[src/rtl/ascii_number_string_parser_core_macros.svh]
// Assertion macros shared by the parser RTL.
// Each macro expects a clock named clk and an active-low reset named rst_n in scope.
`ifndef ASCII_NUMBER_STRING_PARSER_CORE_MACROS_SVH
`define ASCII_NUMBER_STRING_PARSER_CORE_MACROS_SVH

// Same-cycle implication.
`define ANSP_ASSERT_IMP(lbl, ante, cons, msg) \
  lbl: assert property (@(posedge clk) disable iff (!rst_n) (ante) |-> (cons)) \
    else $error(msg);

// Next-cycle implication.
`define ANSP_ASSERT_NXT(lbl, ante, cons, msg) \
  lbl: assert property (@(posedge clk) disable iff (!rst_n) (ante) |=> (cons)) \
    else $error(msg);

`endif

[src/rtl/ansp_pkg.sv]
`default_nettype none

package ansp_pkg;

  // Field and state widths.
  localparam int CharW  = 8;
  localparam int ValueW = 32;
  localparam int CountW = 8;
  localparam int DigitW = 4;

  // Default length limit on a string, prefix included.
  localparam int MaxLenDefault = 128;

  // Character codes of interest.
  localparam logic [CharW-1:0] ChNul   = 8'h00;
  localparam logic [CharW-1:0] ChZero  = 8'h30;
  localparam logic [CharW-1:0] ChNine  = 8'h39;
  localparam logic [CharW-1:0] ChLowA  = 8'h61;
  localparam logic [CharW-1:0] ChLowF  = 8'h66;
  localparam logic [CharW-1:0] ChUpA   = 8'h41;
  localparam logic [CharW-1:0] ChUpF   = 8'h46;
  localparam logic [CharW-1:0] ChLowX  = 8'h78;
  localparam logic [CharW-1:0] ChUpX   = 8'h58;

  // Saturation point of the character counter.
  localparam logic [CountW-1:0] CountSat = '1;

  // Classification of one character.
  typedef struct packed {
    logic              is_nul;
    logic              is_zero;
    logic              is_x;
    logic              dec_ok;
    logic              hex_ok;
    logic [DigitW-1:0] digit;
  } char_class_t;

  // Result of one string.
  typedef struct packed {
    logic signed [ValueW-1:0] value;
    logic                     ok;
  } parse_res_t;

endpackage

`default_nettype wire

[src/rtl/ascii_number_string_parser_core.sv]
// A NUL passes from the input register into the output register, then transfers out.
// Throughput: one character per cycle while no NUL is held; the input register frees
// as the parse state updates.
// A NUL waits in the input register only while the output register is full and stalled.
// Reset (rst_n low, synchronous) clears both valids, the parse state and hex_only.
`default_nettype none

`include "ascii_number_string_parser_core_macros.svh"

module ascii_number_string_parser_core #(
  parameter int MAX_LEN = ansp_pkg::MaxLenDefault
) (
  input  wire logic                                clk,
  input  wire logic                                rst_n,
  input  wire logic                                cfg_we,
  input  wire logic                                cfg_wdata,
  input  wire logic                                in_valid,
  output logic                                     in_stall,
  input  wire logic [ansp_pkg::CharW-1:0]          in_char_in,
  output logic                                     out_valid,
  input  wire logic                                out_stall,
  output logic signed [ansp_pkg::ValueW-1:0]       out_parsed_value,
  output logic                                     out_parse_ok
);

  logic                         hex_only_r;
  logic                         v1_r;
  logic [ansp_pkg::CharW-1:0]   char_r;
  logic                         out_valid_r;
  ansp_pkg::parse_res_t         out_res_r;

  ansp_pkg::char_class_t        cls;
  ansp_pkg::parse_res_t         res;
  logic                         adv;
  logic                         step;
  logic                         in_xfer;

  // Configuration register.
  always_ff @(posedge clk) begin
    if (!rst_n) begin
      hex_only_r <= 1'b0;
    end else if (cfg_we) begin
      hex_only_r <= cfg_wdata;
    end
  end

  // Input register advances unless it holds a NUL that cannot reach the output.
  always_comb begin
    adv      = !cls.is_nul || !out_valid_r || !out_stall;
    step     = v1_r && adv;
    in_stall = v1_r && !adv;
    in_xfer  = in_valid && !in_stall;
  end

  always_ff @(posedge clk) begin
    if (!rst_n) begin
      v1_r <= 1'b0;
    end else if (in_xfer) begin
      v1_r <= 1'b1;
    end else if (step) begin
      v1_r <= 1'b0;
    end
  end

  always_ff @(posedge clk) begin
    if (in_xfer) begin
      char_r <= in_char_in;
    end
  end

  ansp_decode u_decode (
    .char_i  (char_r),
    .class_o (cls)
  );

  ansp_state #(
    .MAX_LEN (MAX_LEN)
  ) u_state (
    .clk        (clk),
    .rst_n      (rst_n),
    .step_i     (step),
    .class_i    (cls),
    .hex_only_i (hex_only_r),
    .res_o      (res)
  );

  // Output register; a NUL loads it when it is empty or as the previous result transfers out.
  always_ff @(posedge clk) begin
    if (!rst_n) begin
      out_valid_r <= 1'b0;
    end else if (step && cls.is_nul) begin
      out_valid_r <= 1'b1;
    end else if (!out_stall) begin
      out_valid_r <= 1'b0;
    end
  end

  always_ff @(posedge clk) begin
    if (step && cls.is_nul) begin
      out_res_r <= res;
    end
  end

  assign out_valid        = out_valid_r;
  assign out_parsed_value = out_res_r.value;
  assign out_parse_ok     = out_res_r.ok;

  // A rejected string always reports a zero value.
  `ANSP_ASSERT_IMP(a_rej_zero, out_valid && !out_parse_ok, out_parsed_value == '0,
    "rejected result carries a non-zero value")

  // A NUL blocked by a full, stalled output must hold the input side.
  `ANSP_ASSERT_IMP(a_nul_hold, v1_r && cls.is_nul && out_valid && out_stall, in_stall,
    "NUL left the input register while the output was blocked")

  // A new result only follows a character held in the input register.
  `ANSP_ASSERT_IMP(a_res_src, $rose(out_valid), $past(v1_r),
    "result appeared without a character in the input register")

  // A retiring NUL always produces a result in the next cycle.
  `ANSP_ASSERT_NXT(a_nul_res, step && cls.is_nul, out_valid,
    "retired NUL produced no result")

endmodule

`default_nettype wire

[src/rtl/ansp_decode.sv]
`default_nettype none

module ansp_decode (
  input  wire logic [ansp_pkg::CharW-1:0] char_i,
  output ansp_pkg::char_class_t           class_o
);

  logic dec_ok;
  logic low_ok;
  logic up_ok;
  logic [ansp_pkg::CharW-1:0] off;

  // Range checks for the three digit groups.
  always_comb begin
    dec_ok = (char_i >= ansp_pkg::ChZero) && (char_i <= ansp_pkg::ChNine);
    low_ok = (char_i >= ansp_pkg::ChLowA) && (char_i <= ansp_pkg::ChLowF);
    up_ok  = (char_i >= ansp_pkg::ChUpA)  && (char_i <= ansp_pkg::ChUpF);
  end

  // Digit value; letters map onto ten to fifteen.
  always_comb begin
    if (low_ok) begin
      off = char_i - ansp_pkg::ChLowA + 8'd10;
    end else if (up_ok) begin
      off = char_i - ansp_pkg::ChUpA + 8'd10;
    end else begin
      off = char_i - ansp_pkg::ChZero;
    end
  end

  always_comb begin
    class_o.is_nul  = (char_i == ansp_pkg::ChNul);
    class_o.is_zero = (char_i == ansp_pkg::ChZero);
    class_o.is_x    = (char_i == ansp_pkg::ChLowX) || (char_i == ansp_pkg::ChUpX);
    class_o.dec_ok  = dec_ok;
    class_o.hex_ok  = dec_ok || low_ok || up_ok;
    class_o.digit   = off[ansp_pkg::DigitW-1:0];
  end

endmodule

`default_nettype wire

[src/rtl/ansp_state.sv]
`default_nettype none

module ansp_state #(
  parameter int MAX_LEN = ansp_pkg::MaxLenDefault
) (
  input  wire logic                 clk,
  input  wire logic                 rst_n,
  input  wire logic                 step_i,
  input  wire ansp_pkg::char_class_t class_i,
  input  wire logic                 hex_only_i,
  output ansp_pkg::parse_res_t      res_o
);

  localparam logic [ansp_pkg::CountW-1:0] MaxLenC = ansp_pkg::CountW'(MAX_LEN);

  logic [ansp_pkg::ValueW-1:0] acc_r, acc_nxt;
  logic [ansp_pkg::CountW-1:0] count_r, count_nxt;
  logic                        bad_r, bad_nxt;
  logic                        hex_r, hex_nxt;
  logic                        fz_r, fz_nxt;

  logic                        first;
  logic                        hex_cur;
  logic                        fz_cur;
  logic                        ok;
  logic [ansp_pkg::ValueW-1:0] digit_ext;

  // Result seen at the terminating NUL.
  always_comb begin
    ok          = !bad_r && (count_r <= MaxLenC);
    res_o.ok    = ok;
    res_o.value = ok ? acc_r : '0;
  end

  // Per-character update: shift-and-add on the accumulator.
  always_comb begin
    first     = (count_r == '0);
    hex_cur   = first ? hex_only_i : hex_r;
    fz_cur    = first ? class_i.is_zero : fz_r;
    digit_ext = ansp_pkg::ValueW'(class_i.digit);
    acc_nxt   = acc_r;
    count_nxt = count_r;
    bad_nxt   = bad_r;
    hex_nxt   = hex_cur;
    fz_nxt    = fz_cur;
    if (class_i.is_nul) begin
      acc_nxt   = '0;
      count_nxt = '0;
      bad_nxt   = 1'b0;
      hex_nxt   = 1'b0;
      fz_nxt    = 1'b0;
    end else begin
      if ((count_r == ansp_pkg::CountW'(1)) && fz_cur && !hex_cur && class_i.is_x) begin
        hex_nxt = 1'b1;
      end else if (hex_cur) begin
        if (class_i.hex_ok) begin
          acc_nxt = (acc_r << 4) + digit_ext;
        end else begin
          bad_nxt = 1'b1;
        end
      end else begin
        if (class_i.dec_ok) begin
          acc_nxt = (acc_r << 3) + (acc_r << 1) + digit_ext;
        end else begin
          bad_nxt = 1'b1;
        end
      end
      if (count_r != ansp_pkg::CountSat) begin
        count_nxt = count_r + ansp_pkg::CountW'(1);
      end
    end
  end

  // Per-string state.
  always_ff @(posedge clk) begin
    if (!rst_n) begin
      acc_r   <= '0;
      count_r <= '0;
      bad_r   <= 1'b0;
      hex_r   <= 1'b0;
      fz_r    <= 1'b0;
    end else if (step_i) begin
      acc_r   <= acc_nxt;
      count_r <= count_nxt;
      bad_r   <= bad_nxt;
      hex_r   <= hex_nxt;
      fz_r    <= fz_nxt;
    end
  end

endmodule

`default_nettype wire

[config.mk]
export PLATFORM = sky130hd
export DESIGN_NAME = ascii_number_string_parser_core
export DESIGN_NICKNAME = d
export VERILOG_FILES = /design/src/rtl/ansp_pkg.sv /design/src/rtl/ascii_number_string_parser_core.sv /design/src/rtl/ansp_decode.sv /design/src/rtl/ansp_state.sv
export VERILOG_INCLUDE_DIRS = /design/src /design/src/rtl
export SDC_FILE = /design/constraint.sdc
export NUM_CORES = 1
export LEC_CHECK = 0
export ABC_AREA = 1
export BUFFER_PORTS_ARGS = -buffer_cell sky130_fd_sc_hd__buf_2
export CAP_MARGIN = 20
export CORE_ASPECT_RATIO = 1.25
export CORE_MARGIN = 2
export CORE_UTILIZATION = 45
export CTS_BUF_LIST = sky130_fd_sc_hd__clkbuf_4 sky130_fd_sc_hd__clkbuf_8
export CTS_CLUSTER_DIAMETER = 60
export DETAILED_ROUTE_END_ITERATION = 8
export PLACE_DENSITY = 0.75
export RECOVER_POWER = 50
export SLEW_MARGIN = 30
export SYNTH_ARGS = -nofsm -noshare
export SYNTH_HDL_FRONTEND = slang
export SYNTH_SLANG_ARGS = --single-unit
[constraint.sdc]
create_clock -name clk -period 3.7 [get_ports clk]
set_clock_uncertainty 0.1 [all_clocks]
set_input_delay 0.185 -clock clk [delete_from_list [all_inputs] [get_ports clk]]
set_output_delay 0.185 -clock clk [all_outputs]
set_load 0.05 [all_outputs]
# Yosys cells after proc, flatten, opt, wreduce, memory -nomap -nowiden
# Index checks and enable logic that the tools add are counted.
dict set report word_totals {
  out_inout_bits 35
  inputBits 14
  elab_cells 91
  register_bits 87
}
dict set report classes {
  n_eq_ne 10
  n_lt_le_gt_ge 7
  n_reduce_logical 31
  muxes 23
  n_addsub 9
}
# op n
set ops {}
lappend ops {{$mux 32} 5}
lappend ops {{$add 32x4->32} 2}
lappend ops {{$add 32x32->32} 1}
lappend ops {{$eq 8x7->1 const B} 2}
lappend ops {{$ge 8x7->1 const B} 2}
lappend ops {{$le 8x7->1 const B} 2}
lappend ops {{$logic_not 8->1} 2}
lappend ops {{$mux 8} 2}
lappend ops {{$mux 1} 14}
lappend ops {{$sub 4x1->4 const B} 3}
lappend ops {{$logic_and 1x1->1} 11}
lappend ops {{$add 4x4->4 const B} 2}
lappend ops {{$add 8x1->8 const B} 1}
lappend ops {{$eq 8x1->1 const B} 1}
lappend ops {{$eq 8x6->1 const B} 1}
lappend ops {{$ge 8x6->1 const B} 1}
lappend ops {{$le 8x6->1 const B} 1}
lappend ops {{$le 8x8->1 const B} 1}
lappend ops {{$mux 4} 2}
lappend ops {{$ne 8x8->1 const B} 1}
lappend ops {{$reduce_and 4->1} 2}
lappend ops {{$logic_not 1->1} 7}
lappend ops {{$ne 3x3->1 const B} 2}
lappend ops {{$logic_or 1x1->1} 5}
lappend ops {{6 further kinds} 7}

# Longest topological paths before layout
dict set report depth {
  depth_word 9
  depth_mapped 22
  ltp_nobuf 22
}

# Hierarchy
# A second synthesis with hierarchy kept.
dict set report hier_totals {
  hier_cells 993
  hier_area_um2 6711.4
}
# mod area_each_um2 instances cells_each
set modules_own_cells {}
lappend modules_own_cells {ansp_state 5058.6 1 889}
lappend modules_own_cells {ascii_number_string_parser_core 1375.1 1 64}
lappend modules_own_cells {ansp_decode 277.8 1 40}

# Worst setup path before layout
# Ideal clock, no wire load.
dict set report synth_timing {
  path_type {reg2reg}
  from {register char_r[0] (netlist bit)}
  to {register u_state.acc_r[10] (netlist bit)}
  stages_incl_launch_ff 20
  path_slack_ns 0.486
  arrival_time_ns 2.986
  setup_time_ns 0.128
  cell_sequence {edfxtp_1 -> inv_1 -> ha_1 -> nand3b_1 -> nand3_1 -> or2_2 -> o21ai_0 -> inv_1 -> ha_1 -> ha_1 -> fa_1 -> nand3_1 -> nand3_1 -> nand2_1 -> nand3_1 -> xor2_1 -> o21ai_0 -> nand2_1 -> o21ai_0 -> nor2_1}
}
dict set report synth_between {
  elab_chain_cells 9
  elab_cells_between_ends 42
}
# element line_no
set synth_lines {}
lappend synth_lines {{start: declaration} ascii_number_string_parser_core.sv:28} ;# logic [ansp_pkg::CharW-1:0] char_r;
lappend synth_lines {{start signal: assignment} ascii_number_string_parser_core.sv:67} ;# char_r <= in_char_in;
lappend synth_lines {{$sub 4x1->4 (tied with other cells)} {ansp_decode.sv:23, ansp_decode.sv:25}}
lappend synth_lines {{$add 4x4->4 / $logic_and 1x1->1 (equally long branches)} {ansp_decode.sv:23, ansp_decode.sv:25, ansp_decode.sv:17}}
lappend synth_lines {{$mux 4} ansp_decode.sv:24} ;# end else if (up_ok) begin
lappend synth_lines {{$mux 4} ansp_decode.sv:22} ;# if (low_ok) begin
lappend synth_lines {{$add 32x4->32 (on tied branches)} {ansp_state.sv:63, ansp_state.sv:57}}
lappend synth_lines {{$mux 32 (on tied branches)} {ansp_state.sv:62, ansp_state.sv:56}}
lappend synth_lines {{$mux 32} ansp_state.sv:55} ;# end else if (hex_cur) begin
lappend synth_lines {{$mux 32} ansp_state.sv:53} ;# if ((count_r == ansp_pkg::CountW'(1)) && fz_cur && !hex_cur && class_i.is_x) begin
lappend synth_lines {{$mux 32} ansp_state.sv:46} ;# if (class_i.is_nul) begin
lappend synth_lines {{end signal: assignment} ansp_state.sv:83} ;# acc_r <= acc_nxt;
lappend synth_lines {{end: declaration} ansp_state.sv:16} ;# logic [ansp_pkg::ValueW-1:0] acc_r, acc_nxt;
# Parallel ways exist; a longest one is shown, timed or not. The select of a mux whose other input is x is not followed.
# A chain may end at the register's enable or synchronous reset.

# Worst setup path in the final report
dict set report layout_timing {
  from {register char_r[0] (netlist bit)}
  to {register u_state.acc_r[21] (netlist bit)}
}
# Same word-level chain as after synthesis.

==> results by group <==
Min path
  • Worst hold path startpoint: rst_n
  • WHS Path Cells: 2
  • Worst Hold Class: primary input to register
  • Worst Hold End: v1_r

Yosys
  • Top_reg_cell synth: dfxtp_1
  • Post-synth top area share: 18.7%
  • Post-synth top area cell: edfxtp_1
  • Syn Area/Cell: 6.77 µm²
  • Syn_nets: 1,055
  • Asr flop ratio synth: 0%
  • Main combinational cell family by area after synthesis: simple AND/OR/NAND/NOR gates
  • Synth Area in Compound Gates: 7.76%
  • Yosys Warn Count: 0
  • Synthesized-area fraction occupied by adder cells: 12.7%
  • Cell variety after synth: 41
  • Mapped Cells: 975
  • Multiplexer area fraction after synthesis: 0%
  • XOR/XNOR Fraction of Synth Area: 1.33%
  • Count of flip-flops with a built-in enable after synthesis: 41
  • Flops & latches, synth: 87
  • Post-Syn Area: 0.00660 mm²
  • Post-Synth Simple-Gate Area: 33.9%
  • Top cells by area, synth: edfxtp_1, nand2_1, dfxtp_1
  • Register area share after synthesis: 32.6%

Cells and area
  • Layout cells sized above 1: 6.36%
  • Area Growth Syn to Fin: 9.54%
  • Diodes inserted: 0
  • Total Nets Final: 1,113
  • Commonest non-fill, non-tap cells in the layout: nand2_1, inv_1, nor2_1
  • Commonest non-fill, non-tap cell in the layout: nand2_1

Placed design
  • DP Worst Slack: 0.107 ns
  • GPL Wtd Cong: 0.933
  • Post-detail-place hpwl: 12,800 µm
  • Buffers added on ports: 48

Worst setup path
  • Worst-path cell chain: inv_1, ha_1, nand3b_1, nand3_1, nand2_1, fa_1, ha_1, nand3_1, nand3_1, nand3_1, nand3_1, nand2_1, nand2_1, nand2_1, nand3_1, nand2_1, a21oi_1
  • Critical path startpoint category: register
  • Worst-path fanout max: 5
  • Crit path required time: 3.84 ns
  • Reg2Reg Launch Point: char_r[0]
  • Critical path's slowest cell: fa_1
  • Crit end category: register
  • Data arrival, critical path: 3.63 ns
  • Worst reg2reg setup slack: 0.21 ns
  • CP peak stage delay: 0.50 ns
  • Top delay family on crit path: simple AND/OR/NAND/NOR gates
  • Worst reg2reg endpoint: u_state.acc_r[21]
  • Setup CP Type: register to register
  • Critical path's most frequent cell: nand3_1
  • Buf/Inv on CP: 1
  • R2R depth: 17

Timing
  • # setup viols final: 0
  • Period minus WS final: 3.49 ns
  • Pin slew with the least headroom to its limit: 0.860 ns
  • Top achievable clock speed: 286 MHz
  • Setup ws final: 0.208 ns
  • Final period util: 94.4%
  • Max Slew Vio Count: 0
  • TNS Setup: 0 ns
  • Final hold violation count: 0
  • Hold WS: 0.0337 ns
  • Max-slew headroom: 42.3%

Drt
  • Initial DRC count: 345
  • Post-DRT Antenna Nets: 0
  • Drt pass-1 iters: 5
  • Vias: 6,272
  • Final WL: 17,000 µm
  • DRC: 0
  • DR WL/cell: 14.0 µm
  • DR vias/cell: 5.16

Pwr
  • Max IR drop VDD: 0.000278 V
  • PwrDens: 252 mW/mm²
  • Tot Pwr: 1820 µW
  • Leakage: 0.00368 µW

Clock tree
  • Clock transition at path regs: 0.09 ns
  • Num CTS Buffers: 9
  • CTS tree: yes
  • # H-tree levels: 3
  • Root buffer cell: clkbuf_8
  • Clock sinks: 87
  • Clock Latency Late Sink: 0.37 ns
  • Bufs on Longest Clock Path: 2

Global route
  • Total GRT Usage: 21.9%
  • Initial antenna violation count: 0
  • First-pass GRT wire length: 27,600 µm
  • Vias in the first global route: 5,830
  • Gr ovfl total: 0
  • Largest net degree at the start of global routing: 39

Floorplanning
  • Core Area: 0.0143 mm²
  • Die Span Y: 139 µm
  • Die X: 112 µm
  • Die ar.: 0.0157 mm²
  • Initial core utilization: 46.0%
  • Rows: 49
  • I/O pin count: 49

Flow run
  • Max cap viols: 0

Run status
  • Outcome: finished clean
state kept, by name, summed over array words and instances (netlist names):
signal,count
u_state.hex_r,1
out_parse_ok,1
u_state.count_r,8
u_state.acc_r,32
out_parsed_value,32
u_state.bad_r,1
out_valid,1
char_r,8
v1_r,1
u_state.fz_r,1
hex_only_r,1
worst max path at each step:
| stage | from | cells after the start | endpoint |
|---|---|---|---|
| floorplan | char_r[0] | 19 | u_state.acc_r[10] |
| finish | char_r[0] | 17 | u_state.acc_r[21] |
| CTS | char_r[0] | 19 | u_state.acc_r[14] |
| global placement | char_r[0] | 19 | u_state.acc_r[10] |
| detailed placement | char_r[0] | 19 | u_state.acc_r[14] |
| global route | char_r[0] | 19 | u_state.acc_r[14] |
per-layer routing:
| layer | share of wire, % | global-route usage (%) | vias to the layer above |
|---|---|---|---|
| li1 | - | - | 3230 |
| met1 | 39 | 23.4 | 2815 |
| met2 | 51 | 39.6 | 166 |
| met3 | 3.9 | 3.70 | 61 |
| met4 | 6.3 | 13.5 | 0 |
| met5 | 0 | 0 | - |
logic make-up (layout without fill, tap and decap cells):
kind of cell / Yosys count / after routing
simple gates: 529 / 529
buf+inv: 186 / 249
compound gates: 97 / 97
flops: 87 / 87
fa+ha+maj: 66 / 66
xor+xnor: 10 / 10
area by class of cell:
cell class              count  area (µm²)
clock inverters             6        43.8
inverters                 165         622
repair buffers             68         377
fillers                  1482        7120
clock buffers              10         138
flip-flops and latches     87        2150
well taps                 178         223
multi-input cells         702        3670
stage by stage:
stage          instances  area [µm²]  util [%]
3_5_place_dp        1185        6950      48.5
4_1_cts             1213        7260      50.6
6_report            1216        7230      50.4
3_3_place_gp        1185        6950      48.5
5_1_grt             1216        7230      50.4
2_1_floorplan        975        6600         -
synth_stat cells, types with 6 or more instances:
cell,instances
inv_1,157
edfxtp_1,41
dfxtp_1,46
nor2_2,10
inv_2,6
ha_1,64
nand2_1,271
nand3_1,96
nand4_1,8
xor2_1,8
nor2_1,118
o21ai_0,26
a21oi_1,60
buf_2,6
clkbuf_1,8
where the power goes:
part	total (µW)	internal (µW)	switching, µW
registers	1030	1010	13.1
clock network	627	263	364
logic	169	58.3	111
timing repair:
action | in CTS | in global routing
endpoints found under the setup margin | 0 | 12
hold buffers | 12 | 0
gates resized for setup | 0 | 6
buffers inserted | 0 | 3
hold endpoints to repair | 11 | 0
(Power assumes the default switching activity.)
